File: src/rtl/core/ktmp_pkg.sv
package ktmp_pkg;

  // Widths fixed by the stream fields and the configuration register.
  localparam int PRICE_IN_W = 16;
  localparam int PROFIT_W   = 32;
  localparam int CFG_W      = 5;

  localparam logic [CFG_W-1:0]    TRADES_RESET = 5'd2;
  localparam logic [PROFIT_W-1:0] PROFIT_MAX   = {PROFIT_W{1'b1}};

  // Per-cycle control broadcast to every cell of the chain.
  typedef struct packed {
    logic upd;  // a price transfer is taken this cycle
    logic clr;  // the transfer starts a new series
  } cell_ctl_t;

endpackage

File: src/rtl/core/ktmp_cell.sv
module ktmp_cell
  import ktmp_pkg::*;
#(
  parameter int PRICE_WIDTH = 16
) (
  input  logic                        clk,
  input  cell_ctl_t                   ctl,
  input  logic [PROFIT_W-1:0]         below_i,    // overall best of the cell one trade lower
  input  logic [PRICE_WIDTH-1:0]      gain_i,     // positive part of the price step
  input  logic signed [PRICE_WIDTH:0] delta_i,    // signed price step
  output logic [PROFIT_W-1:0]         overall_o
);

  localparam int SUM_W = PROFIT_W + 2;

  logic [PROFIT_W-1:0]    ends_r, ends_nxt;
  logic [PROFIT_W-1:0]    overall_r, overall_nxt;
  logic signed [SUM_W-1:0] sell_today, hold_on, best;

  always_comb begin
    // Either open a fresh trade on top of the lower count, or extend today's trade.
    sell_today = $signed({2'b00, below_i}) + $signed({{(SUM_W-PRICE_WIDTH){1'b0}}, gain_i});
    hold_on    = $signed({2'b00, ends_r}) + SUM_W'(delta_i);
    best       = (sell_today > hold_on) ? sell_today : hold_on;
    // The first choice is never negative, so only the upper bound needs clamping.
    if (best[SUM_W-1:PROFIT_W] != 2'b00) begin
      ends_nxt = PROFIT_MAX;
    end else begin
      ends_nxt = best[PROFIT_W-1:0];
    end
    overall_nxt = (ends_nxt > overall_r) ? ends_nxt : overall_r;
  end

  always_ff @(posedge clk) begin
    if (ctl.upd) begin
      if (ctl.clr) begin
        ends_r    <= '0;
        overall_r <= '0;
      end else begin
        ends_r    <= ends_nxt;
        overall_r <= overall_nxt;
      end
    end
  end

  assign overall_o = overall_r;

endmodule

File: config.mk
export PLATFORM = sky130hd
export DESIGN_NAME = ktmp_cell
export DESIGN_NICKNAME = d
export VERILOG_FILES = /design/src/rtl/core/ktmp_pkg.sv /design/src/rtl/core/ktmp_cell.sv
export SDC_FILE = /design/constraint.sdc
export NUM_CORES = 1
export LEC_CHECK = 0
export ABC_AREA = 1
export ABC_CLOCK_PERIOD_IN_PS = 7600
export BUFFER_PORTS_ARGS = -buffer_cell sky130_fd_sc_hd__buf_2
export CORE_UTILIZATION = 60
export CTS_CLUSTER_SIZE = 24
export DETAILED_ROUTE_END_ITERATION = 10
export PLACE_DENSITY = 0.88
export SLEW_MARGIN = 10
export SYNTH_ARGS = -nofsm -noshare
export SYNTH_HDL_FRONTEND = slang
export SYNTH_SLANG_ARGS = --single-unit
export TNS_END_PERCENT = 1
File: constraint.sdc
create_clock -name clk -period 7.6 [get_ports clk]
set_input_delay 0.38 -clock clk [delete_from_list [all_inputs] [get_ports clk]]
set_output_delay 0.38 -clock clk [all_outputs]
set_load 0.01 [all_outputs]
==> impl_metrics.ini, run 1 <==
[cells_and_area]
area_delta_synth_final_pct = 11.4
fillers = 1105
fin_nets = 1433
n_antenna_cell = 0
drive_gt1_frac = 0.129
layoutNonFillerInstCount = 1425
final_cell_mix = nand2_1 (306), inv_1 (178), ha_1 (114)
final_common_cell = nand2_1
design_area_sq_um = 8890

[placed_design]
io_buffers = 99
placed_area_sq_um = 8620
dp_cells = 1410
pre_cts_ws_ps = 504
hpwl_um = 20400
gp_congestion = 1.05

[critical_path]
worstSetupPathType = reg2reg
crit_fanout = 48
cpMaxStageDelayCell = nand2_4
arrival_ps = 7100
required_ps = 7620
r2r-start = ends_r[2]$_SDFFCE_PP0P_
rr_endpoint = overall_o[5]$_SDFFCE_PP0P_
r2r_cells = 32
r2r_setup_slack_ps = 520
crit_path_end_kind = flip-flop
start_kind = flip-flop
slowest_delay_ps = 530
crit_top_cell = nand2_1

[clock_network]
cts-buffers-inserted = 9
hold_buffers = 0
cts_setup_buffers = 0
htreeDepth = 3
ctsResizeCount = 0
clk_latency_ps = 340
cts.sinks = 64
cts_buffer_depth = 2
clockRootBuffer = clkbuf_16
cts.clk_slew.worst_paths_ps = 50
cts_tree = done

[global_route]
antenna_found_initial = 0
grt-ovfl-total = 0
track_usage = 0.357
grt_max_degree = 49
grt_pass1_wl_um = 38400
grt_pass1_vias = 7651

[floorplan]
rows = 41
die_w_um = 117
die-area_sq_um = 13800
core_area_sq_um = 12800
die_y_um = 117
io_pins = 100
start_util = 0.625

[hold_path]
hp-class = in2reg
whs_endpoint = overall_o[30]$_SDFFCE_PP0P_
whs_path_depth = 5
min-delay-start = below_i[30]

[status]
status = finished, final reports clean

[synthesis]
yosysTopAreaCell = edfxtp_1
ys_warn_count = 0
async_flop_share = 0
ys_types = 43
synth_top_area_share = 0.241
synth_ff_type = edfxtp_1
synth_edf_count = 64
synth_seq_area_share = 0.241
synthesis.area_sq_um = 7980
ys_seq_elements = 64
synth_cells = 1152
synth_nets = 1336
avgSynthCellArea_sq_um = 6.93
synth_area_leaders = edfxtp_1 (24%), ha_1 (18%), nand2_1 (14%)

[sta]
setup_tns_ps = 0
setup_viol = 0
setup_slack_ps = 517
final-hold-violation-count = 0
clock_skew_ps = 15.4
max_slew_margin = 0.345
worst_pin_slew_ps = 982
finalCritPeriodShare = 0.932
period_minus_slack_ps = 7080
maxSlewViolCount = 0
rsz0062_at_grt = false
max_freq_ghz = 0.141

[power_and_ir_drop]
switching_share = 0.514
powerDensity_nw_per_um2 = 324
power.internal_uw = 1400
irDropWorstVdd_v = 0.000207
comb_power_share = 0.662
pwr-share-seq = 0.208
p_clk_frac = 0.130
p_switching_uw = 1480
p_leak_uw = 0.00458

[flow_run]
drv_cap = 0

[detailed_routing]
drt-initial-drc-count = 1000
ant_nets = 0
post_drt_wl_per_cell_um = 17.1
vias = 8167
vias_per_cell = 5.73
first_pass_iters = 6
drt_wl_total_um = 24400
drc_errors = 0
## registers in the layout, indices dropped and copies added, names as in the netlist
name and cells:
ends_r 32, overall_o 32
## synthesized netlist by cell type (6+ instances only)
cell type and instances:
xor2_1 32, nor3_1 21, ha_1 114, inv_1 178, xnor2_1 17, edfxtp_1 64
o21ai_0 46, nand4_1 19, buf_2 6, nand2_1 306, a21oi_2 28, nand3_1 74
clkbuf_1 6, nor2_1 94, a21oi_1 88
## worst max-delay path: cells and delay by family (launching register included)
family	cells	cell delay, ps
AO/OA/AOI/OAI	6	1280
XOR/XNOR	1	350
adder cells (fa/ha/maj)	3	1020
buffers and inverters	2	320
flip-flops	1	380
AND/OR/NAND/NOR	20	3350
## how the worst max path moves through the flow
stage                                       endpoint                    start
after CTS                 overall_o[3]$_SDFFCE_PP0P_  ends_r[2]$_SDFFCE_PP0P_
after floorplan           overall_o[0]$_SDFFCE_PP0P_               delta_i[0]
after detailed placement  overall_o[3]$_SDFFCE_PP0P_              below_i[12]
after global routing      overall_o[5]$_SDFFCE_PP0P_  ends_r[2]$_SDFFCE_PP0P_
final                     overall_o[5]$_SDFFCE_PP0P_  ends_r[2]$_SDFFCE_PP0P_
after global placement    overall_o[2]$_SDFFCE_PP0P_              below_i[12]
## power groups by stage
stage / clock network (uW) / logic, uW / registers [uW]
final: 373 / 1900 / 600
after global routing: 383 / 2110 / 608
after CTS: 370 / 1850 / 597
after detailed placement: 0 / 1830 / 603
after global placement: 0 / 1790 / 600
after floorplan: 0 / 1300 / 612
## cells by family after synthesis
| group | count (synthesis) | synth area share |
|---|---|---|
| and+or+nand+nor | 531 | 0.278 |
| buffers and inverters | 201 | 0.0997 |
| AOI/OAI and AO/OA | 190 | 0.140 |
| adders and majority gates | 116 | 0.184 |
| DFF | 64 | 0.241 |
| xor gates and xnor gates | 50 | 0.0572 |
## cell type report
| type | count | area, sq um | share of cell area |
|---|---|---|---|
| clock buffer | 10 | 229 | 0.0258 |
| clock inverter | 5 | 35.0 | 0.00394 |
| inverter | 182 | 683 | 0.0769 |
| multi-input combinational | 887 | 5260 | 0.592 |
| sequential | 64 | 1920 | 0.216 |
| tap | 172 | 215 | 0.0242 |
| timing repair buffer | 105 | 541 | 0.0608 |
## stage by stage
stage,hold WS (ps),utilization,power (uW)
2_1_floorplan,492,-,1910
3_3_place_gp,821,0.675,2390
3_5_place_dp,825,0.675,2430
4_1_cts,703,0.696,2820
5_1_grt,737,0.696,3100
6_report,701,0.696,2880
## metal layers
layer / up-vias / track usage / routed length [um]
met2: 421 / 0.560 / 10700
met1: 3692 / 0.500 / 10700
met4: 0 / 0.101 / 510
met3: 38 / 0.0661 / 2490
li1: 4016 / - / -
met5: - / 0 / 0
No activity file was read; power rests on OpenSTA's default activity.
==> run 2: changes to the inputs <==
--- a/config.mk
+++ b/config.mk
@@ -8,10 +8,10 @@
 export ABC_AREA = 1
 export ABC_CLOCK_PERIOD_IN_PS = 7600
 export BUFFER_PORTS_ARGS = -buffer_cell sky130_fd_sc_hd__buf_2
-export CORE_UTILIZATION = 60
+export CORE_UTILIZATION = 50
 export CTS_CLUSTER_SIZE = 24
 export DETAILED_ROUTE_END_ITERATION = 10
-export PLACE_DENSITY = 0.88
+export PLACE_DENSITY = 0.76
 export SLEW_MARGIN = 10
 export SYNTH_ARGS = -nofsm -noshare
 export SYNTH_HDL_FRONTEND = slang
==> run 2 against run 1 <==
Net effect: flip-flop and latch count unchanged; highest routed layer is now met5; via count increased by 0.37%; largest cell class unchanged; hold slack got worse by 43 ps; critical endpoint is now overall_o[21]$_SDFFCE_PP0P_; wire length increased by 4.7%; cell count increased by 2.8%.
==> impl_metrics.ini, run 2 (synthesized netlist as in run 1, its figures left out) <==
[clock_network]
clk_latency_ps = 350
clockRootBuffer = clkbuf_16
hold_buffers = 0
cts_buffer_depth = 2
cts_setup_buffers = 0
cts_tree = done
ctsResizeCount = 0
cts.clk_slew.worst_paths_ps = 60
cts-buffers-inserted = 9
htreeDepth = 3
cts.sinks = 64

[power_and_ir_drop]
powerDensity_nw_per_um2 = 329
power.internal_uw = 1460
pwr-share-seq = 0.201
p_total_uw = 2960
p_switching_uw = 1500
comb_power_share = 0.645
irDropWorstVdd_v = 0.000223
switching_share = 0.507
p_clk_frac = 0.154
p_leak_uw = 0.00459

[placed_design]
pre_cts_ws_ps = 741
dp_cells = 1448
gp_congestion = 1.04
hpwl_um = 21600
io_buffers = 99

[detailed_routing]
drt-initial-drc-count = 893
vias_per_cell = 5.60
first_pass_iters = 7
drt_wl_total_um = 25500
vias = 8197
post_drt_wl_per_cell_um = 17.4
ant_nets = 0
drc_errors = 0

[cells_and_area]
fin_nets = 1432
final_common_cell = nand2_1
final_cell_mix = nand2_1 (306), inv_1 (178), ha_1 (114)
area_delta_synth_final_pct = 12.6
drive_gt1_frac = 0.130
layoutNonFillerInstCount = 1465

[critical_path]
crit_top_cell = nand2_1
crit_fanout = 45
crit_path_end_kind = flip-flop
slowest_delay_ps = 480
start_kind = flip-flop
cpMaxStageDelayCell = nand2_4
crit_family = simple AND/OR/NAND/NOR gates
worstSetupPathType = reg2reg
critPathBufInv = 1
arrival_ps = 6750
required_ps = 7640

[status]
status = finished, final reports clean

[sta]
worst_pin_slew_ps = 893
holdWs_ps = 659
setup_slack_ps = 891
finalCritPeriodShare = 0.883
max_freq_ghz = 0.149
setup_tns_ps = 0
period_minus_slack_ps = 6710
maxSlewViolCount = 0
final-hold-violation-count = 0
rsz0062_at_grt = false
setup_viol = 0
max_slew_margin = 0.404
clock_skew_ps = 5.19

[floorplan]
io_pins = 100
die-area_sq_um = 16500
start_util = 0.519
rows = 45
die_y_um = 128
die_w_um = 128
core_area_sq_um = 15400

[global_route]
grt_pass1_vias = 7498
grt_pass1_wl_um = 39700
antenna_found_initial = 3
track_usage = 0.322
grt-ovfl-total = 0
grt_max_degree = 46

[flow_run]
drv_cap = 0

[hold_path]
hp-class = in2reg
run 2: per-stage QoR:
step | util | cell area [sq um]
floorplan | - | 7980
global placement | 0.564 | 8660
detailed placement | 0.564 | 8660
CTS | 0.584 | 8980
global route | 0.584 | 8980
finish | 0.585 | 8990
run 2: cell type report:
cell class	instances	area, sq um
fill	1493	6380
multi-input combinational	887	5260
sequential	64	1920
inverter	182	683
timing repair buffer	104	533
tap	211	264
clock buffer	9	225
clock inverter	7	93.8
antenna	1	2.50
run 2: power groups by stage:
| stage | sequential, uW | clock [uW] | combinational, uW |
|---|---|---|---|
| after global placement | 597 | 0 | 1830 |
| after floorplan | 612 | 0 | 1300 |
| after global routing | 602 | 469 | 2130 |
| after detailed placement | 601 | 0 | 1850 |
| after CTS | 593 | 458 | 1870 |
| final | 594 | 456 | 1910 |
run 2: per-layer routing:
layer  wire length, um  GRT usage  vias up
met5                13          0        -
met4               515     0.0893        2
met3              2280     0.0451       41
met2             10800      0.493      397
met1             11900      0.471     3737
li1                  -          -     4020
run 2: worst paths after layout:
path	startpoint	end	slack [ps]	cells past startpoint
max	ends_r[0]$_SDFFCE_PP0P_	overall_o[21]$_SDFFCE_PP0P_	890	33
min	ctl[1]	ends_r[21]$_SDFFCE_PP0P_	660	1
max reg2reg	ends_r[0]$_SDFFCE_PP0P_	overall_o[21]$_SDFFCE_PP0P_	890	33
min reg2reg	ends_r[18]$_SDFFCE_PP0P_	ends_r[18]$_SDFFCE_PP0P_	1200	5
